**config.mk**
```make
export PLATFORM = sky130hd
export DESIGN_NAME = integer_square_root_unit
export DESIGN_NICKNAME = d
export VERILOG_FILES = /design/src/rtl/core/isr_pkg.sv /design/src/rtl/core/isr_cell.sv /design/src/rtl/core/integer_square_root_unit.sv
export SDC_FILE = /design/constraint.sdc
export NUM_CORES = 1
export LEC_CHECK = 0
export ABC_AREA = 1
export CELL_PAD_IN_SITES_DETAIL_PLACEMENT = 1
export CELL_PAD_IN_SITES_GLOBAL_PLACEMENT = 2
export CORE_UTILIZATION = 30
export CTS_CLUSTER_SIZE = 40
export DETAILED_ROUTE_END_ITERATION = 10
export DONT_BUFFER_PORTS = 1
export PLACE_DENSITY = 0.63
export SYNTH_ARGS = -nofsm -noshare
export SYNTH_HDL_FRONTEND = slang
export SYNTH_HIERARCHICAL = 1
export SYNTH_SLANG_ARGS = --single-unit
```
**constraint.sdc**
```tcl
create_clock -name clk -period 4.9 [get_ports clk]
set_clock_uncertainty 0.1 [all_clocks]
set_input_delay 0.49 -clock clk [delete_from_list [all_inputs] [get_ports clk]]
set_output_delay 0.49 -clock clk [all_outputs]
set_load 0.05 [all_outputs]
```
**src/rtl/core/isr_pkg.sv**
```systemverilog
// Package for the integer square root unit.
// Holds the control word that travels along the cell chain.
// No dependencies.
`timescale 1ns / 1ps

package isr_pkg;

  typedef struct packed {
    logic valid;
    logic neg;
  } cell_ctrl_t;

endpackage

```
**src/rtl/core/isr_cell.sv**
```systemverilog
// One cell of the square root chain: resolves one root bit per item.
// Takes two radicand bits, trial-subtracts, hands the result to the next cell.
// Depends on isr_pkg.
`timescale 1ns / 1ps

module isr_cell #(
  parameter int ROOT_BITS = 16
) (
  input  logic                       clk,
  input  logic                       rst,
  input  logic                       advance,
  input  isr_pkg::cell_ctrl_t        ctrl_in,
  input  logic [ROOT_BITS+1:0]       rem_in,
  input  logic [ROOT_BITS-1:0]       root_in,
  input  logic [2*ROOT_BITS-1:0]     rad_in,
  output isr_pkg::cell_ctrl_t        ctrl_out,
  output logic [ROOT_BITS+1:0]       rem_out,
  output logic [ROOT_BITS-1:0]       root_out,
  output logic [2*ROOT_BITS-1:0]     rad_out
);

  localparam int REM_W = ROOT_BITS + 2;
  localparam int RAD_W = 2 * ROOT_BITS;

  logic [REM_W-1:0] rem_sh;
  logic [REM_W-1:0] trial;
  logic [REM_W:0]   diff;
  logic             fits;

  assign rem_sh = {rem_in[REM_W-3:0], rad_in[RAD_W-1 -: 2]};
  assign trial  = {root_in, 2'b01};
  assign diff   = {1'b0, rem_sh} - {1'b0, trial};
  assign fits   = !diff[REM_W];

  always_ff @(posedge clk) begin
    if (rst) begin
      ctrl_out.valid <= 1'b0;
    end else if (advance) begin
      ctrl_out.valid <= ctrl_in.valid;
      ctrl_out.neg   <= ctrl_in.neg;
      rem_out        <= fits ? diff[REM_W-1:0] : rem_sh;
      root_out       <= {root_in[ROOT_BITS-2:0], fits};
      rad_out        <= {rad_in[RAD_W-3:0], 2'b00};
    end
  end

endmodule

```
**src/rtl/core/integer_square_root_unit.sv**
```systemverilog
// Integer square root unit: floor square root of a signed operand, -1 if negative.
// A chain of isr_cell instances, one per root bit, feeds an output register.
// Depends on isr_pkg and isr_cell.
//
//   channel | handshake          | payload
//   --------+--------------------+----------------------------
//   input   | in_valid/in_ready  | operand (OPERAND_WIDTH, signed)
//   output  | out_valid/out_ready| root (OPERAND_WIDTH/2+1, signed)
//
// An item passes from accept through each cell of the chain in turn and
// then through the output register.
// One item is in the chain at a time; the next is taken once the last cell
// hands its result to the output register, so a new item enters while a
// finished result still waits. A stalled output holds the last cell.
// Reset clears all valid bits; payload registers are not reset.
`timescale 1ns / 1ps

module integer_square_root_unit #(
  parameter int OPERAND_WIDTH = 32
) (
  input  logic                            clk,
  input  logic                            rst,
  input  logic                            in_valid,
  output logic                            in_ready,
  input  logic signed [OPERAND_WIDTH-1:0] operand,
  output logic                            out_valid,
  input  logic                            out_ready,
  output logic signed [OPERAND_WIDTH/2:0] root
);

  localparam int ROOT_BITS = (OPERAND_WIDTH + 1) / 2;
  localparam int ROOT_W    = OPERAND_WIDTH / 2 + 1;
  localparam int REM_W     = ROOT_BITS + 2;
  localparam int RAD_W     = 2 * ROOT_BITS;

  isr_pkg::cell_ctrl_t        ctrl [ROOT_BITS+1];
  logic [REM_W-1:0]           rem  [ROOT_BITS+1];
  logic [ROOT_BITS-1:0]       part [ROOT_BITS+1];
  logic [RAD_W-1:0]           rad  [ROOT_BITS+1];
  logic [ROOT_BITS:1]         valids;

  logic accept;
  logic advance;
  logic last_valid;
  logic busy;

  assign accept     = in_valid && in_ready;
  assign in_ready   = !busy;
  assign last_valid = ctrl[ROOT_BITS].valid;
  assign advance    = !(last_valid && out_valid && !out_ready);

  assign ctrl[0].valid = accept;
  assign ctrl[0].neg   = operand[OPERAND_WIDTH-1];
  assign rem[0]        = '0;
  assign part[0]       = '0;
  assign rad[0]        = RAD_W'(unsigned'(operand));

  for (genvar i = 0; i < ROOT_BITS; i++) begin : g_cell
    isr_cell #(
      .ROOT_BITS(ROOT_BITS)
    ) u_cell (
      .clk     (clk),
      .rst     (rst),
      .advance (advance),
      .ctrl_in (ctrl[i]),
      .rem_in  (rem[i]),
      .root_in (part[i]),
      .rad_in  (rad[i]),
      .ctrl_out(ctrl[i+1]),
      .rem_out (rem[i+1]),
      .root_out(part[i+1]),
      .rad_out (rad[i+1])
    );
  end

  for (genvar i = 1; i <= ROOT_BITS; i++) begin : g_valids
    assign valids[i] = ctrl[i].valid;
  end

  always_ff @(posedge clk) begin
    if (rst) begin
      busy      <= 1'b0;
      out_valid <= 1'b0;
    end else begin
      if (accept) begin
        busy <= 1'b1;
      end else if (last_valid && advance) begin
        busy <= 1'b0;
      end
      if (last_valid && advance) begin
        out_valid <= 1'b1;
      end else if (out_ready) begin
        out_valid <= 1'b0;
      end
    end
  end

  always_ff @(posedge clk) begin
    if (last_valid && advance) begin
      root <= ctrl[ROOT_BITS].neg ? '1 : {1'b0, part[ROOT_BITS][ROOT_W-2:0]};
    end
  end

  a_one_in_chain: assert property (@(posedge clk) disable iff (rst)
    $countones(valids[ROOT_BITS:1]) <= 1)
    else $error("more than one item in the cell chain");

  a_idle_chain_empty: assert property (@(posedge clk) disable iff (rst)
    !busy |-> valids[ROOT_BITS:1] == '0)
    else $error("cell chain holds an item while idle");

  a_reach_end: assert property (@(posedge clk) disable iff (rst)
    accept |-> ##ROOT_BITS last_valid)
    else $error("item did not reach the last cell in time");

  a_busy_set: assert property (@(posedge clk) disable iff (rst)
    accept |=> busy)
    else $error("busy not set after accept");

endmodule

```
# Yosys cells after proc, flatten, opt, wreduce, memory -nomap -nowiden
# Index checks and enable logic that the tools add are counted.
# totals
regBits	654
inputBits	36
out_inout_bits	19
word_cells	147
# op_classes
add_sub_neg	16
n_mux	20
bitwise	2
reduce_logical	26
# ops
cell	n
2-to-1 mux 16 bit	14
zero test 1 bit	19
subtractor 18 x 10 -> 19 bit	1
subtractor 18 x 11 -> 19 bit	1
subtractor 18 x 12 -> 19 bit	1
subtractor 18 x 13 -> 19 bit	1
subtractor 18 x 14 -> 19 bit	1
subtractor 18 x 15 -> 19 bit	1
subtractor 18 x 16 -> 19 bit	1
subtractor 18 x 17 -> 19 bit	1
subtractor 18 x 3 -> 19 bit	1
subtractor 18 x 4 -> 19 bit	1
subtractor 18 x 5 -> 19 bit	1
subtractor 18 x 6 -> 19 bit	1
subtractor 18 x 7 -> 19 bit	1
subtractor 18 x 8 -> 19 bit	1
subtractor 18 x 9 -> 19 bit	1
2-to-1 mux 17 bit	1
logical AND 1 bit	4
2-to-1 mux 1 bit	4
nonzero test 2 bit	2
subtractor 2 x 1 -> 3 bit, second input constant	1
2-to-1 mux 2 bit	1
NOT 1 bit	2
AND reduction 2 bit	1

# Depth between registers and ports, before layout
# Gate-level depths: netlist of run 1.
# logic_depth
depth_word	6
depth_mapped	14
depth_no_buf	13

# By module
# Netlist of run 1, hierarchy kept.
# by_module_without_submodules
module	n_inst	cells_per_inst	area_each_um2	seq_area_each_um2
isr_cell (g_cell[2].u_cell ...)	8	327	3385.7	1971.9
isr_cell (g_cell[10].u_cell ...)	7	327	3420.8	1971.9
isr_cell (g_cell[0].u_cell)	1	325	3355.7	1971.9
integer_square_root_unit	1	48	710.7	550.5

# Least setup slack after synthesis of run 1
# OpenSTA, ideal clock, no wires.
# synth_path
path_kind	flip-flop to flip-flop
startpoint	reg out_valid
endpoint	reg g_cell[0].u_cell/ctrl_out[0] (netlist name), enable pin
setup_time_ps	489
arrival_time_ps	4029
required_ps	4311
setup_slack_ps	283
path_stages_with_launch	4
path_buffers	0
period_less_slack_ps	4617
path_cell_list	dfxtp_1 -> nand3_1 -> inv_1 -> nor2_1
# synth_via
elab_chain_cells	4
# synth_lines
item	line	text
from (decl)	integer_square_root_unit.sv:26	output logic out_valid,
from (signal assigned)	integer_square_root_unit.sv:83	out_valid <= 1'b0;
from (signal assigned)	integer_square_root_unit.sv:91	out_valid <= 1'b1;
from (signal assigned)	integer_square_root_unit.sv:93	out_valid <= 1'b0;
logical AND 1 bit (2 in a row)	integer_square_root_unit.sv:50	assign advance = !(last_valid && out_valid && !out_ready);
NOT 1 bit (no line)	-	
AND reduction 2 bit (no line)	-	
to (decl)	isr_cell.sv:16	output isr_pkg::cell_ctrl_t ctrl_out,
# Every way passes these cells.
# A chain may end at the register's enable or synchronous reset.

# Worst setup path in the final report of run 1
# layout_path
startpoint	reg out_valid
endpoint	reg g_cell[5].u_cell.rem_out[1], enable pin
# layout_via
elab_chain_cells	4
# layout_lines
item	line	text
logical AND 1 bit (2 in a row)	integer_square_root_unit.sv:50	
NOT 1 bit (no line)	-	
AND reduction 2 bit (no line)	-	
to (signal assigned)	isr_cell.sv:41	rem_out <= fits ? diff[REM_W-1:0] : rem_sh;
to (decl)	isr_cell.sv:17	output logic [ROOT_BITS+1:0] rem_out,
# Every way passes these cells.

==> results of run 1 <==
## flip-flops by register name (all words and copies together), names as in the netlist
register / cells
g_cell.u_cell/ctrl_out: 32
g_cell.u_cell/rad_out: 240
out_valid: 1
g_cell.u_cell/root_out: 256
root: 17
busy: 1
g_cell.u_cell/rem_out: 240
## worst max-delay path, cell delays in order (launching register included)
cell and delay, ns:
dfxtp_1 0.48, nand3_1 0.59, inv_1 0.19, nor2_4 0.73, buf_4 0.38
## how the worst max path moves through the flow
stage              start                           end  slack, ns  cells past startpoint
2_1_floorplan  out_valid  g_cell[0].u_cell/ctrl_out[0]       0.37                      3
3_3_place_gp   out_valid   g_cell[5].u_cell/rem_out[3]       1.93                      4
3_5_place_dp   out_valid   g_cell[5].u_cell/rem_out[3]       1.86                      4
4_1_cts        out_valid  g_cell[5].u_cell/root_out[1]       1.84                      4
5_1_grt        out_valid  g_cell[5].u_cell/root_out[1]       1.77                      4
6_report       out_valid   g_cell[5].u_cell/rem_out[1]       2.06                      4
## area by class of cell
cell class | count | area (um^2)
antenna | 5 | 12.51
clock buffer | 125 | 2527
clock inverter | 45 | 521.8
fill | 16360 | 94560
inverter | 706 | 2760
multi-input combinational | 2886 | 16970
sequential | 787 | 23450
tap | 1903 | 2381
timing repair buffer | 50 | 465.4
## power by group
part / internal, uW / switching [uW]
Sequential: 9250 / 898
Combinational: 4330 / 7880
Clock: 4100 / 2750
Total: 17700 / 11500
## layer usage
metal,vias to the layer above,track usage,part of all wire
met5,-,0,0
met2,237,0.2498,0.47
met3,120,0.02066,0.024
met1,13230,0.2064,0.49
li1,14630,-,-
met4,0,0.03178,0.018
## through the flow
stage	instance area, um^2	cells
after global routing	49080	6502
after detailed placement	45670	6296
final	49090	6507
after CTS	49080	6502
after global placement	45670	6296
after floorplan	43640	4410
==> flow_summary.rst, run 1 <==
.. list-table::
   :header-rows: 1

   * - Metric
     - Value
   * - Status
     - finished with violations
   * - Violated checks
     - DRC
   * - Antenna violations before repair
     - 7
   * - Horizontal die dimension
     - 382.4 um
   * - Max Root-Sink Buffers
     - 3
   * - Synthesized area per cell
     - 9.981 um^2
   * - Beginning of the worst hold path
     - rst
   * - Static power due to leakage
     - 0.02148 uW
   * - Final setup slack of the worst path
     - 2.061 ns
   * - Placed wire-length estimate after detailed placement
     - 85640 um
   * - Synth Cell Area
     - 43420 um^2
   * - Gr ovfl total
     - 0
   * - Worst max-slew margin expressed relative to the limit
     - 0.1850
   * - Clock slew seen by the registers of the worst setup and hold paths
     - 0.06 ns
   * - Minimum hold slack
     - 0.1040 ns
   * - Final setup viols
     - 0
   * - Vias in the first global route
     - 29470
   * - Reported max-cap violation count
     - 0
   * - Residual DRC
     - 8
   * - Top library cells by usage in the layout, fill and taps aside
     - nand2_1 (1196), edfxtp_1 (769), inv_1 (677)
   * - Total Wirelength
     - 108000 um
   * - Most common cell after layout, fill and taps aside
     - nand2_1
   * - Pin count of the biggest net entering global routing
     - 64
   * - Total routing usage reported by global routing
     - 0.1500
   * - Detailed-route vias per instance
     - 4.335
   * - Root Buffer Master
     - clkbuf_16
   * - Global-route wire length before repair
     - 170500 um
   * - Path class of the lowest-slack min-delay path
     - input port to register
   * - First-pass DRT Iterations
     - 8
   * - Core area
     - 143700 um^2
   * - Row count
     - 139
   * - Remaining antenna violation count after routing
     - 0
   * - RR Endpoint
     - g_cell[5].u_cell/rem_out[1]
   * - Min-Delay Endpoint
     - g_cell[5].u_cell/rad_out[14]
   * - Hold Path Depth
     - 1
   * - Setup repair after global routing missed its margin
     - false
   * - Layout Utilization
     - 0.3418
   * - Data arrival at the endpoint of the critical path
     - 3.08 ns
   * - Number of primary I/O pins
     - 55
   * - Peak Freq
     - 352.2 MHz
   * - Flop2flop setup slack
     - 2.06 ns
   * - Critical Path Start Type
     - register
   * - Worst setup path category
     - register to register
   * - Htree depth
     - 3
   * - Clock tree from TritonCTS
     - built
   * - Die Outline Area
     - 146200 um^2
   * - Crit path required time
     - 5.14 ns
   * - Setup tns final
     - 0 ns
   * - Fraction of layout cells with a size suffix above 1
     - 0.1287
   * - Min Clock Period, post-route
     - 2.839 ns
   * - Clock Latency Late Sink
     - 0.69 ns
   * - Final hold violation count
     - 0
   * - Final routed wire length divided by cell count
     - 16.59 um
   * - Final Total Pwr
     - 29210 uW
   * - Kind of capture point of the worst setup path
     - register
   * - Number of sinks handled by clock tree synthesis
     - 787
   * - Worst reg2reg path depth
     - 4
   * - Hold bufs inserted after CTS
     - 36
   * - Port Buffer Count
     - 0
   * - Count of synthesis-stage warnings from yosys
     - 6
   * - Synth Instances
     - 4350
   * - Largest vdd supply drop
     - 0.2997 mV
   * - Routability-driven placement congestion ratio
     - 0.7863
   * - Power density over the cells
     - 595.0 nW/um^2
   * - Top fanout value on the critical path
     - 30
   * - Final Max Slew Viols
     - 0
   * - Launch point of the worst reg-to-reg path
     - out_valid
   * - Measured slew at the worst slew-check pin
     - 1.220 ns
   * - Effective utilization at floorplan
     - 0.3022
   * - Post-CTS setup repair buffer count
     - 0
   * - Net count of the finished layout
     - 4831
   * - Fin crit share
     - 0.5794
   * - Placement Setup Slack
     - 1.865 ns
   * - Cts bufs inserted
     - 92
   * - Violation count after the first detailed-route iteration
     - 1373
   * - Die boundary height
     - 382.4 um
   * - Cts repair resizes
     - 0
   * - Total vias in the final route
     - 28210
   * - Area grow syn2layout
     - 13.08%
Note: power is estimated with default switching activity, not from simulation.
==> run 2, diff against run 1 <==
PLACE_DENSITY = 0.65   (was 0.63)
clock period = 2.3 ns   (was 4.9 ns; I/O delays follow)
==> run 2 against run 1 <==
The run still ends with DRC left. Wire length rose by 4.3%. Combinational power increased by 140%. Non-clock buffer count up 183. Count of clock-buffer cells in the layout is 5 lower. Worst setup slack got worse by 2.0 ns. Critical endpoint is now g_cell[10].u_cell/rem_out[0].
==> flow_summary.rst, run 2 (same netlist as run 1, synthesis figures left out) <==
.. list-table::
   :header-rows: 1

   * - Metric
     - Value
   * - Status
     - finished with violations
   * - Violated checks
     - DRC
   * - Min Clock Period, post-route
     - 2.254 ns
   * - Global-route wire length before repair
     - 175400 um
   * - Total vias in the final route
     - 29290
   * - Kind of capture point of the worst setup path
     - register
   * - Row count
     - 139
   * - Net count of the finished layout
     - 5018
   * - Clock tree from TritonCTS
     - built
   * - Total Wirelength
     - 112600 um
   * - Largest vdd supply drop
     - 0.6500 mV
   * - Min-Delay Endpoint
     - g_cell[0].u_cell/rad_out[28]
   * - Gr ovfl total
     - 0
   * - Post-route standard cell area excluding fillers
     - 51970 um^2
   * - Top library cells by usage in the layout, fill and taps aside
     - nand2_1 (1188), edfxtp_1 (769), inv_1 (675)
   * - Fin crit share
     - 0.9800
   * - Violation count after the first detailed-route iteration
     - 1442
   * - Routability-driven placement congestion ratio
     - 0.8233
   * - Worst setup path category
     - register to register
   * - Static power due to leakage
     - 0.02254 uW
   * - Number of primary I/O pins
     - 55
   * - Power density over the cells
     - 1269 nW/um^2
   * - Final routed wire length divided by cell count
     - 16.83 um
   * - Placed wire-length estimate after detailed placement
     - 88100 um
   * - Most common cell after layout, fill and taps aside
     - nand2_1
   * - Crit path required time
     - 2.66 ns
   * - Flop2flop setup slack
     - 0.05 ns
   * - Path class of the lowest-slack min-delay path
     - input port to register
   * - Horizontal die dimension
     - 382.4 um
   * - Hold Path Depth
     - 1
   * - Port Buffer Count
     - 0
   * - Number of sinks handled by clock tree synthesis
     - 787
   * - Remaining antenna violation count after routing
     - 0
   * - Clock slew seen by the registers of the worst setup and hold paths
     - 0.06 ns
   * - Largest reg by FF count
     - g_cell.u_cell/root_out
   * - Max Root-Sink Buffers
     - 3
   * - Root Buffer Master
     - clkbuf_16
   * - Final Max Slew Viols
     - 0
   * - First-pass DRT Iterations
     - 8
   * - Die Outline Area
     - 146200 um^2
   * - Area grow syn2layout
     - 19.72%
   * - Setup tns final
     - 0 ns
   * - Peak Freq
     - 443.7 MHz
   * - Fraction of layout cells with a size suffix above 1
     - 0.1844
   * - Worst reg2reg path depth
     - 9
   * - Detailed-route vias per instance
     - 4.375
   * - Core area
     - 143700 um^2
   * - Instance area after placement
     - 46780 um^2
   * - Critical Path Start Type
     - register
   * - Minimum hold slack
     - 0.06864 ns
   * - Registers with the most flip-flops
     - g_cell.u_cell/root_out (256), g_cell.u_cell/rad_out (240), g_cell.u_cell/rem_out (240)
   * - Cts bufs inserted
     - 94
   * - Total routing usage reported by global routing
     - 0.1537
   * - Residual DRC
     - 12
   * - Max FFs per register
     - 256
   * - Vias in the first global route
     - 30460
   * - Measured slew at the worst slew-check pin
     - 0.6242 ns
   * - Die boundary height
     - 382.4 um
   * - Launch point of the worst reg-to-reg path
     - g_cell[9].u_cell/rem_out[3]
   * - Antenna violations before repair
     - 6
   * - Top fanout value on the critical path
     - 8
   * - Reported max-cap violation count
     - 0
   * - Layout Utilization
     - 0.3618
   * - RR Endpoint
     - g_cell[10].u_cell/rem_out[0]
   * - Setup repair after global routing missed its margin
     - true
   * - Data arrival at the endpoint of the critical path
     - 2.61 ns
   * - Worst max-slew margin expressed relative to the limit
     - 0.5839
   * - Clock Latency Late Sink
     - 0.71 ns
   * - Htree depth
     - 3
   * - Pin count of the biggest net entering global routing
     - 64
   * - Final hold violation count
     - 0
   * - Effective utilization at floorplan
     - 0.3022
   * - Beginning of the worst hold path
     - operand[26]
   * - Final setup viols
     - 0
[run 2: what timing repair did]
action,in CTS,in global routing
buffers inserted,0,52
gates cloned,0,2
hold endpoints to repair,804,0
setup endpoints to repair,24,193
gates resized for setup,13,157
hold buffers,52,0
pin swaps,0,14
[run 2: layout make-up]
cell class / instances / area [um^2]
well taps: 1903 / 2381
clock inverters: 55 / 634.4
repair buffers: 233 / 2135
diodes: 2 / 5.005
inverters: 706 / 2850
repair inverters: 2 / 22.52
multi-input cells: 2886 / 17970
fillers: 16270 / 91680
clock buffers: 120 / 2520
flip-flops and latches: 787 / 23450
[run 2: layer usage]
layer  global-route usage  vias to the layer above  part of all wire  wire (um)
met5                    0                        -                 0          0
met4              0.03526                        0             0.016       1787
met3              0.02075                      118             0.027       3011
met2               0.2597                      249              0.48      53710
met1               0.2076                    13900              0.48      54130
li1                     -                    15020                 -          -
[run 2: stage by stage]
stage                     cells  setup WS [ns]  power (uW)
after floorplan            4410        0.05395       42360
after global placement     6411        -0.1074       49080
after detailed placement   6411        -0.1046       49350
after CTS                  6638     -0.0007234       65190
after global routing       6692       -0.02823       71110
final                      6694        0.04602       65950
[run 2: worst max path at each step]
stage	slack, ns	start	depth (start not counted)	endpoint
global route	-0.03	g_cell[9].u_cell/root_out[2]	12	g_cell[10].u_cell/rem_out[0]
detailed placement	-0.10	g_cell[9].u_cell/rem_out[3]	9	g_cell[10].u_cell/rem_out[3]
global placement	-0.11	g_cell[9].u_cell/rem_out[3]	10	g_cell[10].u_cell/rem_out[3]
finish	0.05	g_cell[9].u_cell/rem_out[3]	9	g_cell[10].u_cell/rem_out[0]
floorplan	0.05	out_valid	3	g_cell[0].u_cell/ctrl_out[0]
CTS	-0.0007	g_cell[9].u_cell/root_out[0]	11	g_cell[10].u_cell/rem_out[3]
[run 2: critical path, stage by stage, from the launching register on]
cell and delay (ns):
edfxtp_1 0.45, ha_4 0.30, a21oi_1 0.21, nand2_1 0.14
nand2_1 0.14, nand3_4 0.13, nand2_4 0.12, nand2_8 0.12
xor2_1 0.17, buf_4 0.13
[run 2: report_power, final]
part	switching, uW	internal, uW
clock network	6290	8840
logic	17600	11400
registers	2190	19700
total	26000	39900
==> run 3, diff against run 2 <==
MAX_ROUTING_LAYER = met4   (was default)
==> run 3 against run 2 <==
The run still ends with DRC left. Non-clock buffer count shrank 1. Count of clock-buffer cells in the layout unchanged. Global-route usage is 0.46 points higher. Final cell count about the same. Clock power about the same. Core utilization is essentially flat. Highest routed layer unchanged.
==> flow_summary.rst, run 3 (same netlist as run 1, synthesis figures left out) <==
.. list-table::
   :header-rows: 1

   * - Metric
     - Value
   * - Max Root-Sink Buffers
     - 3
   * - Power share of the combinational group
     - 0.438
   * - RR Endpoint
     - g_cell[10].u_cell/rem_out[0]
   * - Status
     - finished with violations
   * - Die Outline Area
     - 146200 um^2
   * - Crit path required time
     - 2.66 ns
   * - Worst max-slew margin expressed relative to the limit
     - 0.5870
   * - Total Wirelength
     - 112500 um
   * - Largest reg by FF count
     - g_cell.u_cell/root_out
   * - Worst setup path category
     - register to register
   * - Most used cell, CP
     - nand2_1
   * - Violation count after the first detailed-route iteration
     - 1519
   * - Violated checks
     - DRC
   * - Number of sinks handled by clock tree synthesis
     - 787
   * - Cts bufs inserted
     - 94
   * - CP startpoint
     - g_cell[9].u_cell/rem_out[3]
   * - Worst reg2reg path depth
     - 9
   * - Path class of the lowest-slack min-delay path
     - input port to register
   * - Gr ovfl total
     - 0
   * - Clock slew seen by the registers of the worst setup and hold paths
     - 0.06 ns
   * - Series of cell instances along the critical path
     - ha_4, a21oi_1, nand2_1, nand2_1, nand3_4, nand2_4, nand2_8, xor2_1, buf_4
   * - Sw frac
     - 0.3945
   * - Crit path max-delay cell type
     - edfxtp_1
   * - Total routing usage reported by global routing
     - 0.1583
   * - Top library cells by usage in the layout, fill and taps aside
     - nand2_1 (1188), edfxtp_1 (769), inv_1 (675)
   * - Data arrival at the endpoint of the critical path
     - 2.59 ns
   * - Final Max Slew Viols
     - 0
   * - Metal3 WL
     - 2978 um
   * - Min Clock Period, post-route
     - 2.232 ns
   * - Largest stage delay, worst path
     - 0.45 ns
   * - Fraction of layout cells with a size suffix above 1
     - 0.1838
   * - Remaining antenna violation count after routing
     - 0
   * - Internal power
     - 39880 uW
   * - Routability-driven placement congestion ratio
     - 0.8359
   * - Area grow syn2layout
     - 19.63%
   * - Final hold violation count
     - 0
   * - Worst Setup EP
     - g_cell[10].u_cell/rem_out[0]
   * - Met2 Routed Length
     - 53750 um
   * - Die boundary height
     - 382.4 um
   * - Core area
     - 143700 um^2
   * - Peak Freq
     - 448.1 MHz
   * - Fin crit share
     - 0.9704
   * - Clock network fraction of design power
     - 0.229
   * - Worst path buffer plus inverter count
     - 1
   * - Clock tree from TritonCTS
     - built
   * - Pin count of the biggest net entering global routing
     - 64
   * - Registers with the most flip-flops
     - g_cell.u_cell/root_out (256), g_cell.u_cell/rad_out (240), g_cell.u_cell/rem_out (240)
   * - Final routed wire length divided by cell count
     - 16.81 um
   * - Placed wire-length estimate after detailed placement
     - 88100 um
   * - Reported max-cap violation count
     - 0
   * - Launch point of the worst reg-to-reg path
     - g_cell[9].u_cell/rem_out[3]
   * - Setup repair after global routing missed its margin
     - true
   * - Effective utilization at floorplan
     - 0.3022
   * - Kind of capture point of the worst setup path
     - register
   * - Measured slew at the worst slew-check pin
     - 0.6195 ns
   * - Global-route wire length before repair
     - 175500 um
   * - Critical Path Start Type
     - register
   * - CP top delay family
     - simple AND/OR/NAND/NOR gates
   * - Number of cells after detailed placement
     - 6411
   * - Horizontal die dimension
     - 382.4 um
   * - Port Buffer Count
     - 0
   * - Net count of the finished layout
     - 5017
   * - Count of cell instances traversed by the critical path
     - 9
   * - Switching Power
     - 25990 uW
   * - Most common cell after layout, fill and taps aside
     - nand2_1
   * - Final setup viols
     - 0
   * - Top Metal Used
     - met4
   * - Row count
     - 139
   * - Root Buffer Master
     - clkbuf_16
   * - Final Total Pwr
     - 65870 uW
   * - Fin cells
     - 6693
   * - Total vias in the final route
     - 29260
   * - Htree depth
     - 3
   * - Static power due to leakage
     - 0.02252 uW
   * - Filler cell count
     - 16280
   * - Antenna violations before repair
     - 6
   * - Number of primary I/O pins
     - 55
   * - Sequential share of power
     - 0.332
   * - Detailed-route vias per instance
     - 4.372
   * - Clock Latency Late Sink
     - 0.71 ns
   * - Flop2flop setup slack
     - 0.07 ns
   * - Wire length on met1
     - 54100 um
   * - Max FFs per register
     - 256
   * - Residual DRC
     - 12
   * - Power density over the cells
     - 1268 nW/um^2
   * - First-pass DRT Iterations
     - 8
   * - Largest vdd supply drop
     - 0.6522 mV
   * - Vias in the first global route
     - 30440
   * - Top fanout value on the critical path
     - 8
-- run 3: routing by layer --
metal	vias to the layer above	track usage
met5	-	-
met3	112	0.02075
met1	13890	0.2078
met2	248	0.2596
li1	15010	-
met4	0	0.03526
-- run 3: stage by stage --
step	setup TNS [ns]	setup slack [ns]	cell area, um^2	util	hold slack (ns)
global placement	-0.6530	-0.1074	46780	0.3256	0.1978
CTS	-0.0007234	-0.0007234	50570	0.3520	0.0004971
global route	-0.08944	-0.02823	51930	0.3615	0.02222
finish	0	0.06818	51940	0.3616	0.06985
detailed placement	-0.8229	-0.1046	46780	0.3256	0.2024
floorplan	0	0.05395	43760	-	0.1917
-- run 3: worst min-delay path by stage --
stage	startpoint	to	cells after the start
5_1_grt	operand[18]	g_cell[0].u_cell/rad_out[20]	1
3_5_place_dp	rst	out_valid	1
6_report	operand[7]	g_cell[0].u_cell/rad_out[9]	1
2_1_floorplan	rst	out_valid	1
3_3_place_gp	rst	out_valid	1
4_1_cts	operand[13]	g_cell[0].u_cell/rad_out[15]	1
-- run 3: area by class of cell --
type                            instances  area [um^2]  area share
Sequential cell                       787        23450      0.4516
Multi-Input combinational cell       2886        17950      0.3455
Inverter                              706         2849     0.05485
Clock buffer                          120         2520     0.04852
Tap cell                             1903         2381     0.04584
Timing Repair Buffer                  232         2127     0.04095
Clock inverter                         55        634.4     0.01221
Timing Repair inverter                  2        22.52   0.0004336
Antenna cell                            2        5.005  0.00009636
-- run 3: power groups by stage --
stage | combinational [uW] | clock, uW | sequential [uW]
after floorplan | 21400 | 0 | 20900
after global placement | 26900 | 0 | 22100
after detailed placement | 27200 | 0 | 22100
after CTS | 27600 | 15700 | 21900
after global routing | 32700 | 16200 | 22200
final | 28900 | 15100 | 21900
-- run 3: timing repair --
action,4_1_cts,5_1_grt
setup endpoints to repair,24,193
pin swaps,0,13
hold endpoints to repair,804,0
setup buffers,0,51
hold buffers,52,0
gates cloned,0,2
resized for setup,13,152
